### config.mk
export PLATFORM = sky130hd
export DESIGN_NAME = gregorian_date_day_arithmetic
export DESIGN_NICKNAME = d
export VERILOG_FILES = /design/src/rtl/core/gdda_pkg.sv /design/src/rtl/core/gdda_jdn.sv /design/src/rtl/core/gdda_div.sv /design/src/rtl/core/gdda_date.sv /design/src/rtl/core/gregorian_date_day_arithmetic.sv
export VERILOG_INCLUDE_DIRS = /design/src /design/src/rtl/core
export SDC_FILE = /design/constraint.sdc
export NUM_CORES = 2
export LEC_CHECK = 0
export BUFFER_PORTS_ARGS = -buffer_cell sky130_fd_sc_hd__clkbuf_2
export CORE_MARGIN = 8
export CORE_UTILIZATION = 30
export CTS_CLUSTER_DIAMETER = 60
export CTS_CLUSTER_SIZE = 25
export DETAILED_ROUTE_END_ITERATION = 16
export PLACE_DENSITY_LB_ADDON = 0.1
export SETUP_SLACK_MARGIN = 0.4
export SLEW_MARGIN = 30
export SYNTH_ARGS = -nofsm -noshare
export SYNTH_HDL_FRONTEND = slang
export SYNTH_SLANG_ARGS = --single-unit
### constraint.sdc
create_clock -name clk -period 26.6 [get_ports clk]
set_input_delay 3.99 -clock clk [delete_from_list [all_inputs] [get_ports clk]]
set_output_delay 3.99 -clock clk [all_outputs]
set_load 0.02 [all_outputs]
### src/rtl/core/gregorian_date_day_arithmetic_macros.svh
// assertion macros shared by the date arithmetic block
`ifndef GREGORIAN_DATE_DAY_ARITHMETIC_MACROS_SVH
`define GREGORIAN_DATE_DAY_ARITHMETIC_MACROS_SVH

// consequence must hold in the same cycle as the antecedent
`define GDDA_CHECK_NOW(lbl, ante, cons, msg) \
    lbl: assert property (@(posedge clk) disable iff (!rst_n) (ante) |-> (cons)) \
        else $error(msg);

// consequence must hold in the cycle after the antecedent
`define GDDA_CHECK_NEXT(lbl, ante, cons, msg) \
    lbl: assert property (@(posedge clk) disable iff (!rst_n) (ante) |=> (cons)) \
        else $error(msg);

`endif

### src/rtl/core/gdda_pkg.sv
// shared types, constants and the month offset table of the date arithmetic block
package gdda_pkg;

    typedef enum logic [1:0] {
        FUNC_ADD  = 2'd0,
        FUNC_SUB  = 2'd1,
        FUNC_DIFF = 2'd2,
        FUNC_CMP  = 2'd3
    } func_t;

    typedef enum logic [1:0] {
        STAT_OK      = 2'd0,
        STAT_INVALID = 2'd1,
        STAT_RANGE   = 2'd2
    } status_t;

    typedef enum logic [1:0] {
        ORD_LESS    = 2'd0,
        ORD_EQUAL   = 2'd1,
        ORD_GREATER = 2'd2
    } order_t;

    // day number width, covers the largest date plus the largest offset
    localparam int JDN_W   = 24;
    // biased year width (year + 4800)
    localparam int YFULL_W = 17;

    // yy / 100 as (yy * 5243) >> 19, exact for yy below 2**15
    localparam logic [12:0] Y100_RECIP = 13'd5243;
    localparam int          Y100_SHIFT = 19;

    localparam logic [JDN_W-1:0]   JDN_EPOCH  = 24'd32045;
    localparam logic [JDN_W-1:0]   INV_EPOCH  = 24'd32044;
    localparam logic [YFULL_W-1:0] YEAR_BIAS  = 17'd4800;
    localparam logic [YFULL_W-1:0] YEAR_LO    = 17'd4801;
    localparam logic [21:0]        COUNT_MAX  = 22'h3FFFFF;
    // march-based month index from which the date falls in the next year
    localparam logic [3:0]         MONTH_ROLL = 4'd10;

    typedef struct packed {
        func_t       func;
        logic        ok;
        logic [21:0] count;
        order_t      order;
    } ctl_t;

    // days before a march-based month: (153 * mm + 2) / 5
    function automatic logic [8:0] month_offset(input logic [3:0] mm);
        logic [8:0] off;
        case (mm)
            4'd0:    off = 9'd0;
            4'd1:    off = 9'd31;
            4'd2:    off = 9'd61;
            4'd3:    off = 9'd92;
            4'd4:    off = 9'd122;
            4'd5:    off = 9'd153;
            4'd6:    off = 9'd184;
            4'd7:    off = 9'd214;
            4'd8:    off = 9'd245;
            4'd9:    off = 9'd275;
            4'd10:   off = 9'd306;
            4'd11:   off = 9'd337;
            default: off = 9'd0;
        endcase
        return off;
    endfunction

endpackage

### src/rtl/core/gdda_jdn.sv
// three-stage conversion of a gregorian date to its day number
module gdda_jdn
    import gdda_pkg::*;
(
    input  logic             clk,
    input  logic [2:0]       en,     // stage loads, earliest stage in bit 0
    input  logic [13:0]      year,
    input  logic [3:0]       month,
    input  logic [4:0]       day,
    output logic [JDN_W-1:0] jdn
);

    logic             early;
    logic [14:0]      yy;
    logic [3:0]       mm;
    logic [8:0]       mt;
    logic [14:0]      yy_a_reg;
    logic [8:0]       mt_a_reg;
    logic [27:0]      q100_prod;
    logic [22:0]      y365;
    logic [14:0]      yy_b_reg;
    logic [8:0]       mt_b_reg;
    logic [7:0]       q100_reg;
    logic [22:0]      y365_reg;
    logic [JDN_W-1:0] jdn_next;
    logic [JDN_W-1:0] jdn_reg;

    // january and february count as months of the previous year
    always_comb
    begin
        early = (month <= 4'd2);
        yy    = 15'(year) + 15'd4800 - 15'(early);
        mm    = early ? month + 4'd9 : month - 4'd3;
        mt    = 9'(day) + month_offset(mm);
    end

    always_comb
    begin
        q100_prod = 28'(yy_a_reg) * 28'(Y100_RECIP);
        y365      = 23'(yy_a_reg) * 23'd365;
    end

    always_comb
    begin
        jdn_next = JDN_W'(y365_reg) + JDN_W'(yy_b_reg[14:2]) + JDN_W'(q100_reg[7:2])
                 + JDN_W'(mt_b_reg) - JDN_W'(q100_reg) - JDN_EPOCH;
    end

    always_ff @(posedge clk)
    begin
        if (en[0])
        begin
            yy_a_reg <= yy;
            mt_a_reg <= mt;
        end
        if (en[1])
        begin
            yy_b_reg <= yy_a_reg;
            mt_b_reg <= mt_a_reg;
            q100_reg <= q100_prod[Y100_SHIFT +: 8];
            y365_reg <= y365;
        end
        if (en[2])
        begin
            jdn_reg <= jdn_next;
        end
    end

    assign jdn = jdn_reg;

endmodule

### src/rtl/core/gdda_div.sv
// three-stage division by a constant: reciprocal estimate, remainder, one correction
module gdda_div
    import gdda_pkg::*;
#(
    parameter int DIVISOR = 146097,
    parameter int XW      = 26
)
(
    input  logic                        clk,
    input  logic [2:0]                  en,
    input  logic [XW-1:0]               x,
    output logic [XW-$clog2(DIVISOR):0] quot,
    output logic [$clog2(DIVISOR)-1:0]  rem
);

    localparam int RW = $clog2(DIVISOR);
    localparam int QW = XW - RW + 1;
    localparam longint unsigned RECIP_L = (64'd1 << XW) / 64'(DIVISOR);
    localparam logic [QW-1:0]   RECIP   = QW'(RECIP_L);
    localparam logic [XW-1:0]   DIV_X   = XW'(DIVISOR);
    localparam logic [RW:0]     DIV_R   = (RW+1)'(DIVISOR);

    logic [XW+QW-1:0] prod;
    logic [XW+QW-1:0] prod_reg;
    logic [XW-1:0]    x_reg;
    logic [QW-1:0]    q_est;
    logic [XW-1:0]    back;
    logic [XW-1:0]    r_full;
    logic [QW-1:0]    q_b_reg;
    logic [RW:0]      r_b_reg;
    logic             fix;
    logic [QW-1:0]    q_next;
    logic [RW:0]      r_next;
    logic [QW-1:0]    q_reg;
    logic [RW-1:0]    r_reg;

    // estimate is the true quotient or one below it
    always_comb
    begin
        prod   = (XW+QW)'(x) * (XW+QW)'(RECIP);
        q_est  = prod_reg[XW +: QW];
        back   = XW'(q_est) * DIV_X;
        r_full = x_reg - back;
        fix    = (r_b_reg >= DIV_R);
        q_next = fix ? q_b_reg + QW'(1) : q_b_reg;
        r_next = fix ? r_b_reg - DIV_R : r_b_reg;
    end

    always_ff @(posedge clk)
    begin
        if (en[0])
        begin
            prod_reg <= prod;
            x_reg    <= x;
        end
        if (en[1])
        begin
            q_b_reg <= q_est;
            r_b_reg <= r_full[RW:0];
        end
        if (en[2])
        begin
            q_reg <= q_next;
            r_reg <= r_next[RW-1:0];
        end
    end

    assign quot = q_reg;
    assign rem  = r_reg;

endmodule

### src/rtl/core/gdda_date.sv
// seven-stage conversion of a day number back to a gregorian date
module gdda_date
    import gdda_pkg::*;
(
    input  logic               clk,
    input  logic [6:0]         en,         // stage loads, earliest stage in bit 0
    input  logic [25:0]        x,          // 4 * (day number + 32044) + 3
    output logic [YFULL_W-1:0] year_full,  // year + 4800
    output logic [3:0]         month,
    output logic [4:0]         day
);

    logic [8:0]         cent;
    logic [17:0]        cent_rem;
    logic [17:0]        x2;
    logic [7:0]         quad;
    logic [10:0]        quad_rem;
    logic [8:0]         cent_d_reg [3];
    logic [8:0]         e;
    logic [3:0]         mm;
    logic               roll;
    logic [8:0]         day_full;
    logic [YFULL_W-1:0] year_next;
    logic [3:0]         month_next;
    logic [YFULL_W-1:0] year_reg;
    logic [3:0]         month_reg;
    logic [4:0]         day_reg;

    // 400-year cycles
    gdda_div #(
        .DIVISOR (146097),
        .XW      (26)
    ) u_div_cent (
        .clk  (clk),
        .en   (en[2:0]),
        .x    (x),
        .quot (cent),
        .rem  (cent_rem)
    );

    // 4 * (remainder / 4) + 3
    assign x2 = {cent_rem[17:2], 2'b11};

    // 4-year cycles
    gdda_div #(
        .DIVISOR (1461),
        .XW      (18)
    ) u_div_quad (
        .clk  (clk),
        .en   (en[5:3]),
        .x    (x2),
        .quot (quad),
        .rem  (quad_rem)
    );

    always_comb
    begin
        e  = quad_rem[10:2];
        mm = 4'd0;
        for (int k = 1; k < 12; k++)
        begin
            if (e >= month_offset(4'(k)))
            begin
                mm = 4'(k);
            end
        end
        roll       = (mm >= MONTH_ROLL);
        day_full   = e - month_offset(mm) + 9'd1;
        month_next = roll ? mm - 4'd9 : mm + 4'd3;
        year_next  = YFULL_W'(cent_d_reg[2]) * YFULL_W'(100) + YFULL_W'(quad)
                   + YFULL_W'(roll);
    end

    always_ff @(posedge clk)
    begin
        if (en[3])
        begin
            cent_d_reg[0] <= cent;
        end
        if (en[4])
        begin
            cent_d_reg[1] <= cent_d_reg[0];
        end
        if (en[5])
        begin
            cent_d_reg[2] <= cent_d_reg[1];
        end
        if (en[6])
        begin
            year_reg  <= year_next;
            month_reg <= month_next;
            day_reg   <= day_full[4:0];
        end
    end

    assign year_full = year_reg;
    assign month     = month_reg;
    assign day       = day_reg;

endmodule

### src/rtl/core/gregorian_date_day_arithmetic.sv
// top level of the gregorian date day arithmetic block
// Each request carries an operation in tuser (add days, subtract days, day difference,
// compare) and two dates plus a day offset in tdata. Dates go through a day number
// (julian day) and, for add and subtract, back to a date. The block is a 13-stage
// pipeline with a valid bit per stage: it takes one request every cycle while the
// output is not stalled and returns the results in request order. Each stage
// loads whenever it is empty or some stage after it can move, so bubbles are squeezed
// out and new requests are still taken while a finished result waits at the output
// register, until every stage is full. The two constant divisions of the inverse
// conversion are the deepest part, each a reciprocal multiply, a remainder and one
// correction over three stages. Status is 1 for an invalid input date (day 0, month 0
// or above 12, year 0) and 2 when an add or subtract gives a year outside
// 1..YEAR_MAX; all other result fields are then zero. Days beyond a month's length
// roll into the next month. The day difference saturates at 4194303.
`include "gregorian_date_day_arithmetic_macros.svh"

module gregorian_date_day_arithmetic
    import gdda_pkg::*;
#(
    parameter int YEAR_MAX = 9999
)
(
    input  logic        clk,
    input  logic        rst_n,
    input  logic        s_axis_tvalid,
    output logic        s_axis_tready,
    // first_year, first_month, first_day, other_year, other_month, other_day,
    // day_offset, zero fill
    input  logic [71:0] s_axis_tdata,
    // func
    input  logic [1:0]  s_axis_tuser,
    output logic        m_axis_tvalid,
    input  logic        m_axis_tready,
    // result_year, result_month, result_day, day_count, order, zero fill
    output logic [47:0] m_axis_tdata,
    // status
    output logic [1:0]  m_axis_tuser
);

    localparam int N = 13;
    localparam logic [YFULL_W-1:0] YEAR_HI = YFULL_W'(4800 + YEAR_MAX);

    // control carried alongside the forward conversion
    typedef struct packed {
        func_t       func;
        logic        ok;
        logic [19:0] offset;
    } pre_t;

    // pipeline control
    logic [N:1]         valid_reg;
    logic [N:1]         valid_next;
    logic [N:1]         valid_in;
    logic [N:1]         stage_ready;

    // stage 1: request registers
    func_t              in_func_reg;
    logic [13:0]        in_fy_reg;
    logic [3:0]         in_fm_reg;
    logic [4:0]         in_fd_reg;
    logic [13:0]        in_oy_reg;
    logic [3:0]         in_om_reg;
    logic [4:0]         in_od_reg;
    logic [19:0]        in_off_reg;

    logic               first_ok;
    logic               other_ok;
    pre_t               pre_next;
    pre_t               pre_reg [2:4];

    logic [JDN_W-1:0]   jdn_first;
    logic [JDN_W-1:0]   jdn_other;

    // stage 5: shift the day number and settle difference and compare
    logic [JDN_W-1:0]   shifted;
    logic [JDN_W-1:0]   diff;
    logic [21:0]        count;
    order_t             ord;
    ctl_t               ctl_next;
    ctl_t               ctl_reg [5:12];
    logic [25:0]        x_next;
    logic [25:0]        x_reg;

    logic [YFULL_W-1:0] year_full;
    logic [YFULL_W-1:0] year_off;
    logic [3:0]         date_month;
    logic [4:0]         date_day;

    // stage 13: output register
    logic [13:0]        out_year_next;
    logic [3:0]         out_month_next;
    logic [4:0]         out_day_next;
    logic [21:0]        out_count_next;
    order_t             out_order_next;
    status_t            out_status_next;
    logic [13:0]        out_year_reg;
    logic [3:0]         out_month_reg;
    logic [4:0]         out_day_reg;
    logic [21:0]        out_count_reg;
    order_t             out_order_reg;
    status_t            out_status_reg;

    // a stage is blocked only when it and every stage after it hold a request
    // and the output is not taken
    for (genvar k = 1; k <= N; k++)
    begin : g_ready
        assign stage_ready[k] = m_axis_tready || !(&valid_reg[N:k]);
    end

    assign valid_in   = {valid_reg[N-1:1], s_axis_tvalid};
    assign valid_next = (stage_ready & valid_in) | (~stage_ready & valid_reg);

    always_ff @(posedge clk or negedge rst_n)
    begin
        if (!rst_n)
        begin
            valid_reg <= '0;
        end
        else
        begin
            valid_reg <= valid_next;
        end
    end

    assign s_axis_tready = stage_ready[1];
    assign m_axis_tvalid = valid_reg[N];

    // stage 1 capture
    always_ff @(posedge clk)
    begin
        if (stage_ready[1])
        begin
            in_func_reg <= func_t'(s_axis_tuser);
            in_fy_reg   <= s_axis_tdata[13:0];
            in_fm_reg   <= s_axis_tdata[17:14];
            in_fd_reg   <= s_axis_tdata[22:18];
            in_oy_reg   <= s_axis_tdata[36:23];
            in_om_reg   <= s_axis_tdata[40:37];
            in_od_reg   <= s_axis_tdata[45:41];
            in_off_reg  <= s_axis_tdata[65:46];
        end
    end

    // date checks: add and subtract look at the primary date only
    always_comb
    begin
        first_ok = (in_fy_reg != '0) && (in_fm_reg != '0) && (in_fm_reg <= 4'd12)
                && (in_fd_reg != '0);
        other_ok = (in_oy_reg != '0) && (in_om_reg != '0) && (in_om_reg <= 4'd12)
                && (in_od_reg != '0);
        pre_next.func   = in_func_reg;
        pre_next.ok     = first_ok && ((in_func_reg == FUNC_ADD) || (in_func_reg == FUNC_SUB)
                        || other_ok);
        pre_next.offset = in_off_reg;
    end

    always_ff @(posedge clk)
    begin
        if (stage_ready[2])
        begin
            pre_reg[2] <= pre_next;
        end
        for (int k = 3; k <= 4; k++)
        begin
            if (stage_ready[k])
            begin
                pre_reg[k] <= pre_reg[k-1];
            end
        end
    end

    // stages 2 to 4: both dates to day numbers
    gdda_jdn u_jdn_first (
        .clk   (clk),
        .en    (stage_ready[4:2]),
        .year  (in_fy_reg),
        .month (in_fm_reg),
        .day   (in_fd_reg),
        .jdn   (jdn_first)
    );

    gdda_jdn u_jdn_other (
        .clk   (clk),
        .en    (stage_ready[4:2]),
        .year  (in_oy_reg),
        .month (in_om_reg),
        .day   (in_od_reg),
        .jdn   (jdn_other)
    );

    // stage 5 logic
    always_comb
    begin
        if (pre_reg[4].func == FUNC_SUB)
        begin
            shifted = jdn_first + INV_EPOCH - JDN_W'(pre_reg[4].offset);
        end
        else
        begin
            shifted = jdn_first + INV_EPOCH + JDN_W'(pre_reg[4].offset);
        end
        x_next = {shifted, 2'b11};

        diff  = (jdn_first >= jdn_other) ? jdn_first - jdn_other : jdn_other - jdn_first;
        count = (diff[JDN_W-1:22] != '0) ? COUNT_MAX : diff[21:0];

        if (jdn_first < jdn_other)
        begin
            ord = ORD_LESS;
        end
        else if (jdn_first == jdn_other)
        begin
            ord = ORD_EQUAL;
        end
        else
        begin
            ord = ORD_GREATER;
        end

        ctl_next.func  = pre_reg[4].func;
        ctl_next.ok    = pre_reg[4].ok;
        ctl_next.count = (pre_reg[4].ok && (pre_reg[4].func == FUNC_DIFF)) ? count : '0;
        ctl_next.order = (pre_reg[4].ok && (pre_reg[4].func == FUNC_CMP)) ? ord : ORD_LESS;
    end

    always_ff @(posedge clk)
    begin
        if (stage_ready[5])
        begin
            x_reg      <= x_next;
            ctl_reg[5] <= ctl_next;
        end
        for (int k = 6; k <= 12; k++)
        begin
            if (stage_ready[k])
            begin
                ctl_reg[k] <= ctl_reg[k-1];
            end
        end
    end

    // stages 6 to 12: day number back to a date
    gdda_date u_date (
        .clk       (clk),
        .en        (stage_ready[12:6]),
        .x         (x_reg),
        .year_full (year_full),
        .month     (date_month),
        .day       (date_day)
    );

    // stage 13: range check and result assembly
    always_comb
    begin
        year_off        = year_full - YEAR_BIAS;
        out_year_next   = '0;
        out_month_next  = '0;
        out_day_next    = '0;
        out_count_next  = ctl_reg[12].count;
        out_order_next  = ctl_reg[12].order;
        out_status_next = STAT_OK;
        if (!ctl_reg[12].ok)
        begin
            out_status_next = STAT_INVALID;
        end
        else if ((ctl_reg[12].func == FUNC_ADD) || (ctl_reg[12].func == FUNC_SUB))
        begin
            if ((year_full < YEAR_LO) || (year_full > YEAR_HI))
            begin
                out_status_next = STAT_RANGE;
            end
            else
            begin
                out_year_next  = year_off[13:0];
                out_month_next = date_month;
                out_day_next   = date_day;
            end
        end
    end

    always_ff @(posedge clk)
    begin
        if (stage_ready[N])
        begin
            out_year_reg   <= out_year_next;
            out_month_reg  <= out_month_next;
            out_day_reg    <= out_day_next;
            out_count_reg  <= out_count_next;
            out_order_reg  <= out_order_next;
            out_status_reg <= out_status_next;
        end
    end

    assign m_axis_tdata = {1'b0, out_order_reg, out_count_reg, out_day_reg, out_month_reg,
                           out_year_reg};
    assign m_axis_tuser = out_status_reg;

    // an empty pipeline always takes a request
    `GDDA_CHECK_NOW(a_empty_takes, valid_reg == '0, s_axis_tready, "empty pipeline stalled")
    // a failed request carries nothing but its status
    `GDDA_CHECK_NOW(a_fail_clear, m_axis_tvalid && (m_axis_tuser != STAT_OK), m_axis_tdata == '0, "failed result not cleared")
    // a returned date is a real calendar position and excludes a day count
    `GDDA_CHECK_NOW(a_date_sane, m_axis_tvalid && (m_axis_tuser == STAT_OK) && (out_month_reg != '0), (out_month_reg <= 4'd12) && (out_day_reg != '0) && (out_count_reg == '0), "bad date result")
    // an invalid request has no count or order from stage 5 onwards
    `GDDA_CHECK_NOW(a_ctl_clear, valid_reg[5] && !ctl_reg[5].ok, (ctl_reg[5].count == '0) && (ctl_reg[5].order == ORD_LESS), "invalid request kept a result")

endmodule

### Word-level counts from Yosys, hierarchy flattened

Memory sizes are Yosys's and may differ from the RTL's.
Cells that the tools add are included.

| word-level totals | value |
|---|---|
| register bits after elaboration | 568 |
| latch bits | 0 |
| bits in writable memories | 312 |
| memory bits (read-only) | 432 |
| output and inout port bits | 52 |
| word-level logic and storage cells | 244 |
| memories kept | 6 |

Memory list:

| name | depth | bits a word | read ports | clocked after Yosys merged registers in | wr ports | line | source |
|---|---|---|---|---|---|---|---|
| ctl_reg | 8 | 27 | 8 | 0 | 8 | gregorian_date_day_arithmetic.sv:80 | `ctl_t ctl_reg [5:12];` |
| (name not given) | 16 | 9 | 1 | 0 | 0 | gdda_pkg.sv:50 | `case (mm)` |
| (name not given) | 16 | 9 | 1 | 0 | 0 | gdda_pkg.sv:50 |  |
| (name not given) | 16 | 9 | 1 | 0 | 0 | gdda_pkg.sv:50 |  |
| pre_reg | 3 | 23 | 3 | 0 | 3 | gregorian_date_day_arithmetic.sv:69 | `pre_t pre_reg [2:4];` |
| u_date.cent_d_reg | 3 | 9 | 3 | 0 | 3 | gdda_date.sv:18 | `logic [8:0] cent_d_reg [3];` |

| cells by class | value |
|---|---|
| $add $sub $neg | 38 |
| multipliers | 9 |
| divide/modulo/power cells | 0 |
| magnitude comparators | 22 |
| equal/unequal tests | 6 |
| shift operators | 0 |
| multiplexer cells | 49 |
| bitwise gates (word level) | 6 |
| reductions and logical operators | 62 |

Operators by type and width:

| kind | count |
|---|---|
| multiplier 15 x 13 -> 27 bit (second input constant) | 2 |
| adder 23 x 13 -> 24 bit | 2 |
| adder 24 x 6 -> 24 bit | 2 |
| adder 24 x 9 -> 24 bit | 2 |
| two-way mux 24 bit | 2 |
| subtractor 24 x 15 -> 24 bit (second input constant) | 2 |
| subtractor 24 bit | 2 |
| subtractor 24 x 8 -> 24 bit | 2 |
| multiplier 15 x 9 -> 23 bit (second input constant) | 2 |
| two-way mux 22 bit | 2 |
| >= comparator 9 x 8 -> 1 bit (second input constant) | 4 |
| multiplier 26 x 9 -> 35 bit (second input constant) | 1 |
| adder 14 x 13 -> 15 bit (second input constant) | 2 |
| subtractor 15 x 1 -> 15 bit | 2 |
| two-way mux 4 bit | 7 |
| nonzero test 14 bit | 2 |
| >= comparator 9 bit (second input constant) | 3 |
| bitwise AND 13 bit | 2 |
| multiplier 18 x 8 -> 26 bit (second input constant) | 1 |
| adder 24 x 15 -> 24 bit (second input constant) | 1 |
| adder 24 x 20 -> 24 bit | 1 |
| equality test 24 bit | 1 |
| >= comparator 24 bit | 1 |
| < comparator 24 bit | 1 |
| other kinds (62) | 143 |

### Logic depth before layout (Yosys ltp)

An unclocked memory read counts as a cell.

| logic depth | value |
|---|---|
| depth in word-level cells | 15 |
| depth in mapped cells | 24 |
| depth with buffers taken out | 22 |

### Cells and area by module

From an unflattened synthesis, not the netlist that was laid out.

| unflattened totals | value |
|---|---|
| cell total of the unflattened synthesis | 5253 |
| area, all modules | 61616.6 um^2 |

Modules (own cells, without submodules):

| module | times used | cells an instance | area an instance (um^2) | sequential area each (um^2) |
|---|---|---|---|---|
| gregorian_date_day_arithmetic | 1 | 1237 | 18196.2 | 12877.4 |
| gdda_jdn at u_jdn_other | 1 | 1147 | 12011.5 | 3032.9 |
| gdda_jdn at u_jdn_first | 1 | 1085 | 11695.0 | 3032.9 |
| gdda_div at u_date.u_div_cent | 1 | 933 | 9987.1 | 2492.4 |
| gdda_div at u_date.u_div_quad | 1 | 548 | 6154.7 | 1771.7 |
| gdda_date | 1 | 303 | 3572.2 | 1591.5 |

### Least setup slack after synthesis

Ideal clock, no wire load.

| path | value |
|---|---|
| path kind | input port to output port |
| from | input port m_axis_tready |
| to | output port s_axis_tready |
| arrival | 11546 ps |
| path slack | 11064 ps |
| stages | 9 |
| path through | nor2b_1 -> nand2_1 -> nor2_1 -> and2_1 -> and3_1 -> and2_1 -> nand3_1 -> nor2_1 -> nand2_1 |

| on the way | value |
|---|---|
| word-level cells in the longest chain between the ends | 1 |

Ends and longest elaborated chain:

| element | line | source |
|---|---|---|
| start, declared | gregorian_date_day_arithmetic.sv:33 | `input logic m_axis_tready,` |
| logical OR 1 bit | gregorian_date_day_arithmetic.sv:107 | `assign stage_ready[k] = m_axis_tready \|\| !(&valid_reg[N:k]);` |
| end, declared | gregorian_date_day_arithmetic.sv:26 | `output logic s_axis_tready,` |

No other way between the ends.

### Worst setup path in the final report

Same ends and word-level chain as after synthesis.

==> impl_metrics.json <==
{
  "status": "finished clean",
  "placed_cells": 7337,
  "dr.first_iter.drc_count": 1247,
  "finClkSkew_ps": 39.4,
  "area_growth_pct": 12.4,
  "min_path_cells": 0,
  "hold_buffers": 0,
  "crit_type": "input pin to primary output",
  "grt_max_degree": 77,
  "slew_viol_final": 0,
  "cp.required_ps": 22610,
  "htreeDepth": 3,
  "rsz0062_at_grt": "false",
  "fmax_mhz": 90.2,
  "initial_core_util_pct": 30.2,
  "dieArea_um2": 210000,
  "fin_cells": 7519,
  "fin_tns_setup_ps": 0,
  "synth_ff_type": "edfxtp_1",
  "ys_types": 95,
  "cp.buffers_inverters": 3,
  "io_buffers": 122,
  "path_cells": "clkbuf_2 -> nor2b_1 -> nand2_2 -> nor2_1 -> and2_1 -> and3_1 -> and2_1 -> nand3_4 -> buf_4 -> nor2_1 -> nand2_4 -> clkbuf_2",
  "synth_fp_nets": 6069,
  "rows": 162,
  "drive_above_1_share_pct": 7.62,
  "cts_sinks": 820,
  "clkLatencyLatePin_ps": 730,
  "async_flop_share_pct": 1.59,
  "yosys.area_share.xor_xnor_pct": 4.90,
  "netlist.area_leader.share_pct": 41.3,
  "overflow": 0,
  "finalSetupViolCount": 0,
  "grt_pass1_wl_mm": 199,
  "worst_slew_pin_slew_ps": 822,
  "synth-compound-area-share_pct": 7.62,
  "worst-path-stages": 12,
  "nets": 6264,
  "drc": 0,
  "ys_warn_count": 0,
  "vias": 33100,
  "grt_usage_pct": 11.9,
  "synth_top_area_cell": "edfxtp_1",
  "wl_mm": 123,
  "cts-root-buf": "clkbuf_16",
  "cts_buffers": 96,
  "cp-start-kind": "input pin",
  "grt_pass1_vias": 35976,
  "postSynthAreaPerCell_um2": 12.5,
  "die_w_um": 458,
  "slowest_delay_ps": 520,
  "slew_headroom_pct": 45.2,
  "ys_seq_area_share_pct": 41.8,
  "hold_class": "register to register",
  "synthAdderAreaFrac_pct": 33.7,
  "ant_nets": 0,
  "cts_buffer_depth": 3,
  "largest_register_ffs": 208,
  "path_clk_slew_ps": 80,
  "arrival_ps": 7100,
  "synth_cells": 4699,
  "place_ws_ps": 15430,
  "fin_ws_ps": 15510,
  "crit_family": "simple AND/OR/NAND/NOR gates",
  "synthMuxAreaShare_pct": 0.416,
  "synth_edf_count": 807,
  "viasPerCell": 4.40,
  "ys_ff_latch": 820,
  "period_minus_slack_ps": 11090,
  "gp_congestion": 0.787,
  "crit_slowest_cell": "nor2_1",
  "rrSetupSlack_ps": 20890,
  "die_height_um": 458,
  "synth.top_cells.by_area": "edfxtp_1 (41%), ha_1 (17%), fa_1 (16%), inv_1 (5.5%), xnor2_1 (3.5%)",
  "min_period_over_period_pct": 41.7,
  "io_pins": 130,
  "hold_viol_final": 0,
  "core_um2": 195000,
  "reg2reg_depth": 16,
  "maxCapViolCount": 0,
  "detail_route.wl_per_cell_um": 16.4,
  "cts_tree": "yes",
  "crit_fanout": 56,
  "mostFrequentLayoutCells": "inv_1 (851), ha_1 (814), edfxtp_1 (807), fa_1 (478), xnor2_1 (237)",
  "antenna_found_initial": 3,
  "synth-simple-area-share_pct": 5.68,
  "cts_setup_buffers": 0,
  "holdWs_ps": 382,
  "mostFrequentLayoutCell": "inv_1",
  "end_kind": "primary output",
  "dp_hpwl_mm": 101,
  "synth_top_family_by_area": "adder cells",
  "num-fill-cells": 19363,
  "first_pass_iters": 5,
  "ctsResizeCount": 0,
  "syn_area_um2": 58700
}
-- cells by family after synthesis --
kind of cell             after synthesis
adder cells (fa/ha/maj)             1292
buffers and inverters                899
flip-flops                           820
AO/OA/AOI/OAI                        672
AND/OR/NAND/NOR                      664
XOR/XNOR                             328
multiplexers                          23
other                                  1
-- cell type report --
class                           count  area, um^2  area share, %
Sequential cell                   820       24600           37.2
Tap cell                         2542        3180           4.82
Antenna cell                        1        2.50        0.00379
Timing Repair Buffer              138         754           1.14
Multi-Input combinational cell   2980       30700           46.6
Clock buffer                      100        2460           3.73
Inverter                          858        3230           4.89
Clock inverter                     80        1070           1.63
-- path summary, 6_finish.rpt --
| kind | from | end |
|---|---|---|
| min reg2reg | ctl_reg[0][137]$_SDFFCE_PN0N_ | ctl_reg[0][164]$_DFFE_PN_ |
| min in group asynchronous | rst_n | asynchronous set/reset pin |
| min | ctl_reg[0][137]$_SDFFCE_PN0N_ | ctl_reg[0][164]$_DFFE_PN_ |
| max reg2reg | u_jdn_first.yy_a_reg[10]$_DFFE_PN_ | u_jdn_first.q100_reg[7]$_DFFE_PN_ |
| max | m_axis_tready | s_axis_tready |
| max in group asynchronous | rst_n | asynchronous set/reset pin |
-- stage by stage --
step | area [um^2] | util [%]
after floorplan | 58700 | -
after global placement | 62400 | 32.1
after detailed placement | 62400 | 32.1
after CTS | 66000 | 33.9
after global routing | 66000 | 33.9
final | 66000 | 33.9
-- cells in the mapped netlist (29+ instances only) --
master    count
o21a_1       45
nand2b_1     37
ha_1        814
and2_1       29
nor3_1       60
nor2_1      194
nand2_1     125
nand3_1      53
edfxtp_1    807
inv_1       857
a21o_1       81
nor2b_1      33
fa_1        478
o21ai_0     124
xor2_1       91
xnor2_1     237
a21oi_1     180
-- routing by layer --
layer / share of wire [%] / track usage, % / vias to the layer above
met4: 3.2 / 3.67 / 0
met2: 49 / 20.8 / 317
met3: 2.5 / 1.89 / 177
li1: - / - / 16587
met1: 45 / 15.0 / 16019
met5: 0 / 0 / -
Power is not shown: default switching activity piles up to over one toggle a cycle in this logic, so the estimate is an artifact.
